===== src/rtl/fqrv_pkg.sv =====
// shared types and command codes for the fifo queue with remove by value
package fqrv_pkg;

	localparam logic [1:0] CMD_QUERY   = 2'd0;
	localparam logic [1:0] CMD_ENQUEUE = 2'd1;
	localparam logic [1:0] CMD_DEQUEUE = 2'd2;
	localparam logic [1:0] CMD_REMOVE  = 2'd3;

	localparam int VALUE_W = 32;
	localparam int COUNT_W = 5;

	typedef logic signed [VALUE_W-1:0] value_t;

	typedef struct packed {
		logic   enq;
		logic   deq;
		logic   rem;
		value_t val;
	} cell_ctrl_t;

endpackage


===== src/rtl/fqrv_cmd_if.sv =====
// command channel interface: command and value per transaction
interface fqrv_cmd_if;
	logic               valid;
	logic               ready;
	logic        [1:0]  cmd;
	logic signed [31:0] value_in;

	modport source (output valid, output cmd, output value_in, input ready);
	modport sink   (input valid, input cmd, input value_in, output ready);
endinterface


===== src/rtl/fqrv_rsp_if.sv =====
// result channel interface: status and queue view per transaction
interface fqrv_rsp_if;
	logic               valid;
	logic               ready;
	logic               ok;
	logic signed [31:0] out_value;
	logic signed [31:0] head_value;
	logic signed [31:0] tail_value;
	logic               is_empty;
	logic        [4:0]  entry_count;

	modport source (output valid, output ok, output out_value, output head_value,
		output tail_value, output is_empty, output entry_count, input ready);
	modport sink   (input valid, input ok, input out_value, input head_value,
		input tail_value, input is_empty, input entry_count, output ready);
endinterface


===== src/rtl/fqrv_cell.sv =====
// one queue slot: holds an entry, compares it, shifts toward the head
module fqrv_cell #(
	parameter int IDX = 0,
	parameter int CW  = 5
) (
	input  logic                  clk,
	input  fqrv_pkg::cell_ctrl_t  ctl,
	input  logic [CW-1:0]         count,
	input  fqrv_pkg::value_t      next_data,
	input  logic                  match_in,
	output logic                  match_out,
	output fqrv_pkg::value_t      data,
	output fqrv_pkg::value_t      tail
);
	import fqrv_pkg::*;

	localparam logic [CW:0] IDX_W  = (CW+1)'(IDX);
	localparam logic [CW:0] IDX_P1 = (CW+1)'(IDX + 1);

	value_t      data_q;
	logic [CW:0] count_w;
	logic        live;
	logic        hit;

	assign count_w   = {1'b0, count};
	assign live      = IDX_W < count_w;
	assign hit       = live && (data_q == ctl.val);
	assign match_out = match_in || hit;
	assign data      = data_q;
	assign tail      = (IDX_P1 == count_w) ? data_q : '0;

	always_ff @(posedge clk) begin
		if (ctl.enq && (count_w == IDX_W)) begin
			data_q <= ctl.val;
		end else if (ctl.deq || (ctl.rem && match_out)) begin
			data_q <= next_data;
		end
	end
endmodule


===== src/rtl/fifo_queue_remove_by_value_core.sv =====
// top level of the fifo queue with remove by value
//
// bounded queue of signed 32-bit entries built as a row of slot cells,
// head in the first cell; every cell compares its entry in parallel and
// removal shifts the cells behind the first match one place forward
// channels: cmd_ch (sink) takes cmd and value_in; rsp_ch (source) gives
// ok, out_value, head_value, tail_value, is_empty and entry_count
// commands: query, enqueue at tail, dequeue from head, remove first match
// the result passes through pend_q into the result register; rsp_ch.valid
// rises once that register is loaded
// a new command waits for the last result to load; the cells update on the
// accept edge, the result is read out of the updated cells in the next one
// while the result register is loaded, no command is taken
// a new command is taken in the cycle a held result is taken
// stall: a result holds in rsp_ch until taken; cmd_ch.ready stays low
// while a result waits and is not being taken
// reset: queue empties, no result pending; entry data is not cleared
module fifo_queue_remove_by_value_core #(
	parameter int DEPTH = 16
) (
	input  logic        clk,
	input  logic        arst_n,
	fqrv_cmd_if.sink    cmd_ch,
	fqrv_rsp_if.source  rsp_ch
);
	import fqrv_pkg::*;

	localparam int CW = $clog2(DEPTH + 1);

	logic [CW-1:0] count_q;
	logic          pend_q;
	logic          ok_q;
	value_t        taken_q;
	logic          out_valid_q;
	logic          out_ok_q;
	value_t        out_value_q;
	value_t        head_q;
	value_t        tail_q;
	logic          empty_q;
	logic [4:0]    out_count_q;

	cell_ctrl_t    ctl;
	logic          accept;
	logic          rsp_done;
	logic          full;
	logic          empty;
	logic          found;
	logic          ok_n;
	logic [CW-1:0] count_n;
	value_t        tail_all;
	logic [CW+4:0] count_ext;

	value_t        cell_data [DEPTH];
	value_t        cell_tail [DEPTH];
	logic          match     [DEPTH+1];

	assign cmd_ch.ready = !pend_q && (!out_valid_q || rsp_ch.ready);
	assign accept       = cmd_ch.valid && cmd_ch.ready;
	assign rsp_done     = rsp_ch.valid && rsp_ch.ready;
	assign full         = count_q == CW'(DEPTH);
	assign empty        = count_q == '0;
	assign found        = match[DEPTH];

	assign ctl.enq = accept && (cmd_ch.cmd == CMD_ENQUEUE) && !full;
	assign ctl.deq = accept && (cmd_ch.cmd == CMD_DEQUEUE) && !empty;
	assign ctl.rem = accept && (cmd_ch.cmd == CMD_REMOVE);
	assign ctl.val = cmd_ch.value_in;

	assign match[0] = 1'b0;

	genvar gi;
	generate
		for (gi = 0; gi < DEPTH; gi++) begin : g_cell
			value_t nxt;
			if (gi < DEPTH - 1) begin : g_mid
				assign nxt = cell_data[gi+1];
			end else begin : g_last
				assign nxt = cell_data[gi];
			end
			fqrv_cell #(
				.IDX (gi),
				.CW  (CW)
			) u_cell (
				.clk       (clk),
				.ctl       (ctl),
				.count     (count_q),
				.next_data (nxt),
				.match_in  (match[gi]),
				.match_out (match[gi+1]),
				.data      (cell_data[gi]),
				.tail      (cell_tail[gi])
			);
		end
	endgenerate

	always_comb begin
		tail_all = '0;
		for (int i = 0; i < DEPTH; i++) begin
			tail_all = tail_all | cell_tail[i];
		end
	end

	always_comb begin
		ok_n    = 1'b0;
		count_n = count_q;
		unique case (cmd_ch.cmd)
			CMD_QUERY: begin
				ok_n = 1'b1;
			end
			CMD_ENQUEUE: begin
				ok_n = !full;
				if (!full) count_n = count_q + 1'b1;
			end
			CMD_DEQUEUE: begin
				ok_n = !empty;
				if (!empty) count_n = count_q - 1'b1;
			end
			CMD_REMOVE: begin
				ok_n = found;
				if (found) count_n = count_q - 1'b1;
			end
			default: begin
				ok_n = 1'b0;
			end
		endcase
	end

	assign count_ext = {5'b0, count_q};

	always_ff @(posedge clk or negedge arst_n) begin
		if (!arst_n) begin
			count_q     <= '0;
			pend_q      <= 1'b0;
			out_valid_q <= 1'b0;
		end else begin
			if (accept) begin
				count_q <= count_n;
			end
			pend_q <= accept;
			if (pend_q) begin
				out_valid_q <= 1'b1;
			end else if (rsp_done) begin
				out_valid_q <= 1'b0;
			end
		end
	end

	always_ff @(posedge clk) begin
		if (accept) begin
			ok_q    <= ok_n;
			taken_q <= ctl.deq ? cell_data[0] : '0;
		end
		if (pend_q) begin
			out_ok_q    <= ok_q;
			out_value_q <= taken_q;
			head_q      <= empty ? '0 : cell_data[0];
			tail_q      <= tail_all;
			empty_q     <= empty;
			out_count_q <= count_ext[4:0];
		end
	end

	assign rsp_ch.valid       = out_valid_q;
	assign rsp_ch.ok          = out_ok_q;
	assign rsp_ch.out_value   = out_value_q;
	assign rsp_ch.head_value  = head_q;
	assign rsp_ch.tail_value  = tail_q;
	assign rsp_ch.is_empty    = empty_q;
	assign rsp_ch.entry_count = out_count_q;
endmodule


===== src/flat_wrapper.sv =====
// flat-port wrapper written by rule: the top's interface ports become plain ports
module fifo_queue_remove_by_value_core_flat import fqrv_pkg::*;
#(
	parameter int DEPTH = 16
)
  (clk, arst_n, cmd_ch_valid, cmd_ch_cmd, cmd_ch_value_in, cmd_ch_ready, rsp_ch_valid, rsp_ch_ok, rsp_ch_out_value, rsp_ch_head_value, rsp_ch_tail_value, rsp_ch_is_empty, rsp_ch_entry_count, rsp_ch_ready);
  fqrv_cmd_if cmd_ch_i ();
  fqrv_rsp_if rsp_ch_i ();
  input  logic clk;
  input  logic arst_n;
  input wire logic [$bits(cmd_ch_i.valid)-1:0] cmd_ch_valid;
  input wire logic [$bits(cmd_ch_i.cmd)-1:0] cmd_ch_cmd;
  input wire logic [$bits(cmd_ch_i.value_in)-1:0] cmd_ch_value_in;
  output wire logic [$bits(cmd_ch_i.ready)-1:0] cmd_ch_ready;
  output wire logic [$bits(rsp_ch_i.valid)-1:0] rsp_ch_valid;
  output wire logic [$bits(rsp_ch_i.ok)-1:0] rsp_ch_ok;
  output wire logic [$bits(rsp_ch_i.out_value)-1:0] rsp_ch_out_value;
  output wire logic [$bits(rsp_ch_i.head_value)-1:0] rsp_ch_head_value;
  output wire logic [$bits(rsp_ch_i.tail_value)-1:0] rsp_ch_tail_value;
  output wire logic [$bits(rsp_ch_i.is_empty)-1:0] rsp_ch_is_empty;
  output wire logic [$bits(rsp_ch_i.entry_count)-1:0] rsp_ch_entry_count;
  input wire logic [$bits(rsp_ch_i.ready)-1:0] rsp_ch_ready;
  assign cmd_ch_i.valid = cmd_ch_valid;
  assign cmd_ch_i.cmd = cmd_ch_cmd;
  assign cmd_ch_i.value_in = cmd_ch_value_in;
  assign cmd_ch_ready = cmd_ch_i.ready;
  assign rsp_ch_valid = rsp_ch_i.valid;
  assign rsp_ch_ok = rsp_ch_i.ok;
  assign rsp_ch_out_value = rsp_ch_i.out_value;
  assign rsp_ch_head_value = rsp_ch_i.head_value;
  assign rsp_ch_tail_value = rsp_ch_i.tail_value;
  assign rsp_ch_is_empty = rsp_ch_i.is_empty;
  assign rsp_ch_entry_count = rsp_ch_i.entry_count;
  assign rsp_ch_i.ready = rsp_ch_ready;
  fifo_queue_remove_by_value_core #(.DEPTH(DEPTH)) u_core (.clk(clk), .arst_n(arst_n), .cmd_ch(cmd_ch_i), .rsp_ch(rsp_ch_i));
endmodule

===== config.mk =====
export PLATFORM = sky130hd
export DESIGN_NAME = fifo_queue_remove_by_value_core_flat
export DESIGN_NICKNAME = d
export VERILOG_FILES = /design/src/rtl/fqrv_pkg.sv /design/src/rtl/fqrv_cmd_if.sv /design/src/rtl/fqrv_rsp_if.sv /design/src/rtl/fqrv_cell.sv /design/src/rtl/fifo_queue_remove_by_value_core.sv /design/src/flat_wrapper.sv
export SDC_FILE = /design/constraint.sdc
export NUM_CORES = 2
export LEC_CHECK = 0
export BUFFER_PORTS_ARGS = -buffer_cell sky130_fd_sc_hd__buf_2
export CORE_MARGIN = 2
export CORE_UTILIZATION = 30
export DETAILED_ROUTE_END_ITERATION = 8
export GPL_TIMING_DRIVEN = 0
export SYNTH_ARGS = -nofsm -noshare
export SYNTH_HDL_FRONTEND = slang
export SYNTH_SLANG_ARGS = --single-unit
export TNS_END_PERCENT = 30

===== constraint.sdc =====
create_clock -name clk -period 8.9 [get_ports clk]
set_input_delay 1.335 -clock clk [delete_from_list [all_inputs] [get_ports clk]]
set_output_delay 1.335 -clock clk [all_outputs]
set_load 0.01 [all_outputs]

== Yosys cells after proc, flatten, opt, wreduce, memory -nomap -nowiden ==
Cells that the tools add are included.
Storage, ports and cells
  bits in registers: 655
  input port bits: 38
  output and inout port bits: 105
  logic and storage cells: 278
Cells by class
  add/subtract/negate cells: 2
  magnitude comparators: 16
  eq/ne operators: 54
  muxes and demuxes: 53
  bitwise operators: 15
  reduce and logical (&&, ||, !) cells: 111
Operators with widths (count)
  $mux W32: 46
  $eq A32 B32 Y1: 16
  $or A32 B32 Y32: 15
  $logic_and A1 B1 Y1: 55
  $eq A4 B5 Y1 const A: 8
  $eq A5 B4 Y1 const B: 8
  $lt A4 B5 Y1 const A: 8
  $reduce_bool A2 Y1: 16
  $logic_or A1 B1 Y1: 31
  $eq A3 B5 Y1 const A: 4
  $eq A5 B3 Y1 const B: 4
  $lt A3 B5 Y1 const A: 4
  $mux W5: 3
  $pmux W5 S3: 1
  $eq A2 B5 Y1 const A: 2
  $eq A5 B2 Y1 const B: 2
  $lt A1 B5 Y1 const A: 2
  $lt A2 B5 Y1 const A: 2
  $logic_not A6 Y1: 1
  $add A5 B1 Y5 const B: 1
  $eq A1 B5 Y1 const A: 1
  $eq A5 B1 Y1 const B: 1
  $eq A5 B5 Y1 const A: 1
  $eq A5 B5 Y1 const B: 1
  other kinds (12): 18

== Logic depth before layout (Yosys ltp) ==
  depth after elaboration: 20
  depth in mapped cells: 11

== By module ==
From an unflattened synthesis, not the netlist that was laid out.
Second synthesis, totals
  cells, all modules: 2921
  area total of the unflattened synthesis: 38797.2 um2
Modules (own cells, without submodules)
  fifo_queue_remove_by_value_core: times used 1, cells an instance 419, area each 6145.9 um2, sequential area each 4259.1 um2
  fqrv_cell at u_core.g_cell[13].u_cell ...: times used 2, cells an instance 153, area each 1988.2 um2, sequential area each 960.9 um2
  fqrv_cell at u_core.g_cell[8].u_cell: times used 1, cells an instance 160, area each 2119.5 um2, sequential area each 960.9 um2
  fqrv_cell at u_core.g_cell[4].u_cell: times used 1, cells an instance 156, area each 2118.3 um2, sequential area each 960.9 um2
  fqrv_cell at u_core.g_cell[6].u_cell: times used 1, cells an instance 156, area each 2113.3 um2, sequential area each 960.9 um2
  fqrv_cell at u_core.g_cell[0].u_cell: times used 1, cells an instance 155, area each 2105.8 um2, sequential area each 960.9 um2
  fqrv_cell at u_core.g_cell[12].u_cell: times used 1, cells an instance 156, area each 2103.3 um2, sequential area each 960.9 um2
  fqrv_cell at u_core.g_cell[10].u_cell: times used 1, cells an instance 156, area each 2102.0 um2, sequential area each 960.9 um2
  fqrv_cell at u_core.g_cell[11].u_cell: times used 1, cells an instance 165, area each 2054.5 um2, sequential area each 960.9 um2
  fqrv_cell at u_core.g_cell[15].u_cell: times used 1, cells an instance 158, area each 2029.4 um2, sequential area each 960.9 um2
  fqrv_cell at u_core.g_cell[7].u_cell: times used 1, cells an instance 157, area each 2000.7 um2, sequential area each 960.9 um2
  fqrv_cell at u_core.g_cell[14].u_cell: times used 1, cells an instance 154, area each 1993.2 um2, sequential area each 960.9 um2
  fqrv_cell at u_core.g_cell[3].u_cell: times used 1, cells an instance 156, area each 1985.7 um2, sequential area each 960.9 um2
  fqrv_cell at u_core.g_cell[1].u_cell: times used 1, cells an instance 156, area each 1984.4 um2, sequential area each 960.9 um2
  2 more rows

== Least setup slack after synthesis ==
OpenSTA, ideal clock, no wires.
  kind: reg2reg
  start point: register u_core.pend_q
  end point: register u_core.g_cell[5].u_cell.data_q[0] (enable)
  library setup time: 0.431 ns
  data arrival time: 5.791 ns
  required time: 8.469 ns
  path slack: 2.678 ns
  cell stages (with the launch flop): 4
  path buffers: 0
  clock period less this slack: 6.222 ns
  path through: dfrtp_1 -> a211oi_2 -> nand3_1 -> o211ai_1
Between the ends
  word-level cells in the longest chain between the ends: 7
RTL lines
  start, declared: RTL line fifo_queue_remove_by_value_core.sv:31  | logic pend_q;
  start signal, assigned: RTL line fifo_queue_remove_by_value_core.sv:139  | pend_q <= accept;
  $logic_not A1 Y1 (*): RTL line fifo_queue_remove_by_value_core.sv:57  | assign cmd_ch.ready = !pend_q && (!out_valid_q || rsp_ch.ready);
  $logic_and A1 B1 Y1 (*): RTL line fifo_queue_remove_by_value_core.sv:57
  $logic_and A1 B1 Y1 (*): RTL line fifo_queue_remove_by_value_core.sv:58  | assign accept = cmd_ch.valid && cmd_ch.ready;
  named net u_core.accept: RTL line fifo_queue_remove_by_value_core.sv:43  | logic accept;
  $logic_and A1 B1 Y1, on equally long branches: RTL line fifo_queue_remove_by_value_core.sv:64, fifo_queue_remove_by_value_core.sv:65, fifo_queue_remove_by_value_core.sv:66
  $logic_and A1 B1 Y1, on equally long branches: RTL line fifo_queue_remove_by_value_core.sv:64, fifo_queue_remove_by_value_core.sv:65, fqrv_cell.sv:35
  $logic_and A1 B1 Y1 / $logic_or A1 B1 Y1 (equally long branches): RTL line fqrv_cell.sv:33, fqrv_cell.sv:35
  $reduce_bool A2 Y1 (no line) (*)
  end signal, assigned: RTL line fqrv_cell.sv:34  | data_q <= ctl.val;
  end signal, assigned: RTL line fqrv_cell.sv:36  | data_q <= next_data;
  end, declared: RTL line fqrv_cell.sv:20  | value_t data_q;
Mark *: on every way through the listed nets, which the timed path passes. The rest lies on a longest branch.
A chain may end at the register's enable or synchronous reset.

== Worst setup path in the final report ==
  start point: register u_core.count_q[1]
  end point: register u_core.g_cell[15].u_cell.data_q[23] (enable)
Between the ends
  word-level cells in the longest chain between the ends: 4
RTL lines
  start, declared: RTL line fifo_queue_remove_by_value_core.sv:30  | logic [CW-1:0] count_q;
  start signal, assigned: RTL line fifo_queue_remove_by_value_core.sv:137  | count_q <= count_n;
  $eq A5 B5 Y1: RTL line fifo_queue_remove_by_value_core.sv:60  | assign full = count_q == CW'(DEPTH);
  $logic_not A1 Y1: RTL line fifo_queue_remove_by_value_core.sv:64  | assign ctl.enq = accept && (cmd_ch.cmd == CMD_ENQUEUE) && !full;
  $logic_and A1 B1 Y1: RTL line fifo_queue_remove_by_value_core.sv:64
  $logic_and A1 B1 Y1 (*): RTL line fqrv_cell.sv:33  | if (ctl.enq && (count_w == IDX_W)) begin
  end signal, assigned: RTL line fqrv_cell.sv:34
  end signal, assigned: RTL line fqrv_cell.sv:36
  end, declared: RTL line fqrv_cell.sv:20
Mark *: on every way between the ends. The rest lies on a longest branch, timed or not.

==> flow_summary.ini <==
[timing]
hold_viol = 0
setup_slack_ps = 2880
relSlewSlack = -0.0320
finalSetupViolCount = 0
worstMarginPinSlew_ps = 1540
fin_crit_sh = 0.676
period_minus_slack_ps = 6020
max_freq_ghz = 0.166
clock_skew_ps = 37.5
slew_violations = 30
rsz0062_at_grt = no

[place]
finalWeightedCongestion = 1.04
io_buffers = 142
hpwl_um = 179000
post-place-ws_ps = 2470

[die]
die-width_um = 357
dieArea_um2 = 128000
initial_core_util = 0.302
rows = 129
die_h_um = 357
coreArea_um2 = 124000
ioPinCount = 143

[worst_setup_path]
path_cells = clkbuf_1 -> nand2_1 -> nor2_1 -> clkbuf_1 -> buf_2 -> buf_2 -> and2_4
cp_slowest_cell = clkbuf_1
r2r_start = u_core.count_q[1]$_DFFE_PN0P_
criticalPathCategory = reg2reg
crit_path_start = u_core.count_q[1]$_DFFE_PN0P_
endpoint_kind = flip-flop
path_buf_inv = 4
worstPathMaxFanout = 32
cp.arrival_ps = 6320
crit_path_start_kind = flip-flop
required_ps = 9200
cpLargestDelayFamily = buffers and inverters
max_stage_delay_ps = 1080
r2r_slack_ps = 2880

[clocking]
cts.sinks = 655
path_clk_slew_ps = 60
clkLatencyLatePin_ps = 710
post_cts_buffers = 0
cts_buffers = 84
cts_tree = done
htreeDepth = 3
clock_path_buffers = 3
cts-root-buf = clkbuf_16
cts_resized = 0
hold_buffers = 0

[drt]
vias = 29900
drt_iter0_markers = 5171
viasPerCell = 6.11
routedWlPerCell_um = 43.9
routed_wl_um = 215000
drc_errors = 32
drt_pass1_iterations = 8
detail-route-antenna-nets = 0

[cells_and_area]
drive_gt1_frac = 0.275
nets = 3229
nFillCells = 12300
area_growth_pct = 16.2

[synth]
synthCells = 2926
ys_async_sr_fraction = 0.0107
ys.flop_type = edfxtp_1
syn_avg_cell_area_um2 = 12.8
synth.net_count = 2969
synthDominantCellAreaShare = 0.520
synth_enable_flop_cells = 648
yosysTopAreaCell = edfxtp_1
syn-cell-area_um2 = 37400
yosys_warnings = 0
yosys-top-cells-area = edfxtp_1, mux2_2, xnor2_1, nand4_1, a22oi_1
ys_ff_latch = 655
synth_cell_type_count = 72
synth_seq_area_share = 0.525

[global_route]
grt_pass1_vias = 27900
grt-ovfl-total = 0
antenna_found_initial = 4
use_met3 = 0.0722
busiest_layer = met2
use_met1 = 0.434
grtUsageTotal = 0.330
grt_max_degree = 57
grt_pass1_wl_um = 274000
groute.layer.met2.usage = 0.473

[power]
p_seq_frac = 0.412
p_total_mw = 9.42
comb_power_share = 0.208
switchingPower_mw = 3.16
clock_power_share = 0.380
vdd_drop_max_mv = 0.136
powerDensity_nw_per_um2 = 217
netSwitchingFraction = 0.336
leakagePower_nw = 13.9
p_int_mw = 6.25

[min_path]
hp-start = u_core.taken_q[2]$_SDFFCE_PN0P_
hold_class = reg2reg

[flow_run]
drv_cap = 4

[run_status]
outcome = complete, but fails checks
violations = design-rule violations, max-capacitance violations, max-slew violations
cells in the final DEF, fill, tap and decap left out, types with 39 or more instances in the layout:
cell type / netlist / final
nor3_1: 42 / 42
edfxtp_1: 648 / 648
nand3_1: 55 / 46
a22oi_1: 120 / 120
nand2_1: 127 / 127
buf_2: 74 / 216
a221oi_1: 56 / 56
nand4_1: 231 / 231
o21ai_0: 48 / 48
a22o_1: 56 / 56
buf_6: 38 / 39
buf_4: 36 / 52
mux2_2: 394 / 394
nor4_1: 39 / 39
clkbuf_16: 0 / 87
xnor2_1: 482 / 482
clkbuf_1: 95 / 106
mux2_1: 41 / 41
stage by stage:
| step | utilization | std cells | TNS [ps] | instance area (µm²) | hold slack (ps) |
|---|---|---|---|---|---|
| floorplan | - | 2926 | 0 | 37400 | 400 |
| global placement | 0.325 | 4705 | -924320 | 40200 | 401 |
| detailed placement | 0.329 | 4737 | 0 | 40700 | 405 |
| CTS | 0.351 | 4894 | 0 | 43500 | 404 |
| global route | 0.351 | 4894 | 0 | 43500 | 419 |
| finish | 0.351 | 4896 | 0 | 43500 | 403 |
worst register-to-register path, delay by kind of cell, from the launching register on:
family                 cells  cell delay, ps
flip-flops                 1             430
AND/OR/NAND/NOR            3            2340
buffers and inverters      4            2810
area by class of cell:
type	count	area, µm²	share of cell area
Buffer	248	1460	0.0336
Clock buffer	99	2230	0.0513
Timing Repair Buffer	174	1140	0.0262
Multi-Input combinational cell	2012	16300	0.376
Clock inverter	58	567	0.0130
Sequential cell	655	19600	0.452
Tap cell	1637	2050	0.0471
Antenna cell	2	5.00	0.000115
Inverter	11	41.3	0.000950
cell families (layout without fill, tap and decap cells):
kind of cell / Yosys count / after routing / synth area share
AND/OR/NAND/NOR: 717 / 717 / 0.112
flip-flops: 655 / 655 / 0.525
XOR/XNOR: 515 / 515 / 0.121
multiplexers: 438 / 438 / 0.132
AO/OA/AOI/OAI: 337 / 337 / 0.0688
buffers and inverters: 259 / 590 / 0.0401
adder cells (fa/ha/maj): 5 / 5 / 0.00167
other: 0 / 2 / 0
registers in the layout, indices dropped and copies added (netlist names), 5 cells and up:
register / cells
u_core.g_cell.u_cell.data: 512
u_core.rsp_ch.head_value: 32
u_core.rsp_ch.out_value: 32
u_core.rsp_ch.tail_value: 32
u_core.taken_q: 32
u_core.count_q: 5
u_core.rsp_ch.entry_count: 5
synth_stat cells (all sizes together), types with 6 or more instances:
master	count
a211oi	6
buf	153
clkbuf	95
a22o	56
a221oi	56
a22oi	120
or3	6
xnor2	484
xor2	31
or4	12
nor2	30
o211ai	7
inv	11
nor4b	11
nand2	136
nand4	232
edfxtp	648
mux2	435
nor2b	33
a222oi	12
and3	33
nor4	43
nand4b	15
nand3	55
nor3	44
a21oi	6
and2	39
o21ai	52
and4	11
dfrtp	7
worst paths after layout:
kind | to | depth (start not counted)
max | u_core.g_cell[15].u_cell.data[23]$_DFFE_PP_ | 7
min | u_core.rsp_ch.out_value[2]$_DFFE_PP_ | 0
max reg2reg | u_core.g_cell[15].u_cell.data[23]$_DFFE_PP_ | 7
min reg2reg | u_core.rsp_ch.out_value[2]$_DFFE_PP_ | 0
max in group asynchronous | u_core.pend_q$_DFF_PN0_ | 1
min in group asynchronous | u_core.count_q[2]$_DFFE_PN0P_ | 1
per-layer routing:
metal / up-vias / share of wire
met3: 446 / 0.10
met4: 0 / 0.091
met1: 15400 / 0.39
met2: 2259 / 0.41
met5: - / 0
li1: 11900 / -
power groups by stage:
stage | combinational (mW) | sequential (mW) | clock (mW)
2_1_floorplan | 0.860 | 3.88 | 0
3_3_place_gp | 1.86 | 3.95 | 0
3_5_place_dp | 1.88 | 3.93 | 0
4_1_cts | 1.89 | 3.86 | 3.60
5_1_grt | 1.96 | 3.89 | 3.70
6_report | 1.96 | 3.88 | 3.58
Note: power is estimated with default switching activity, not from simulation.
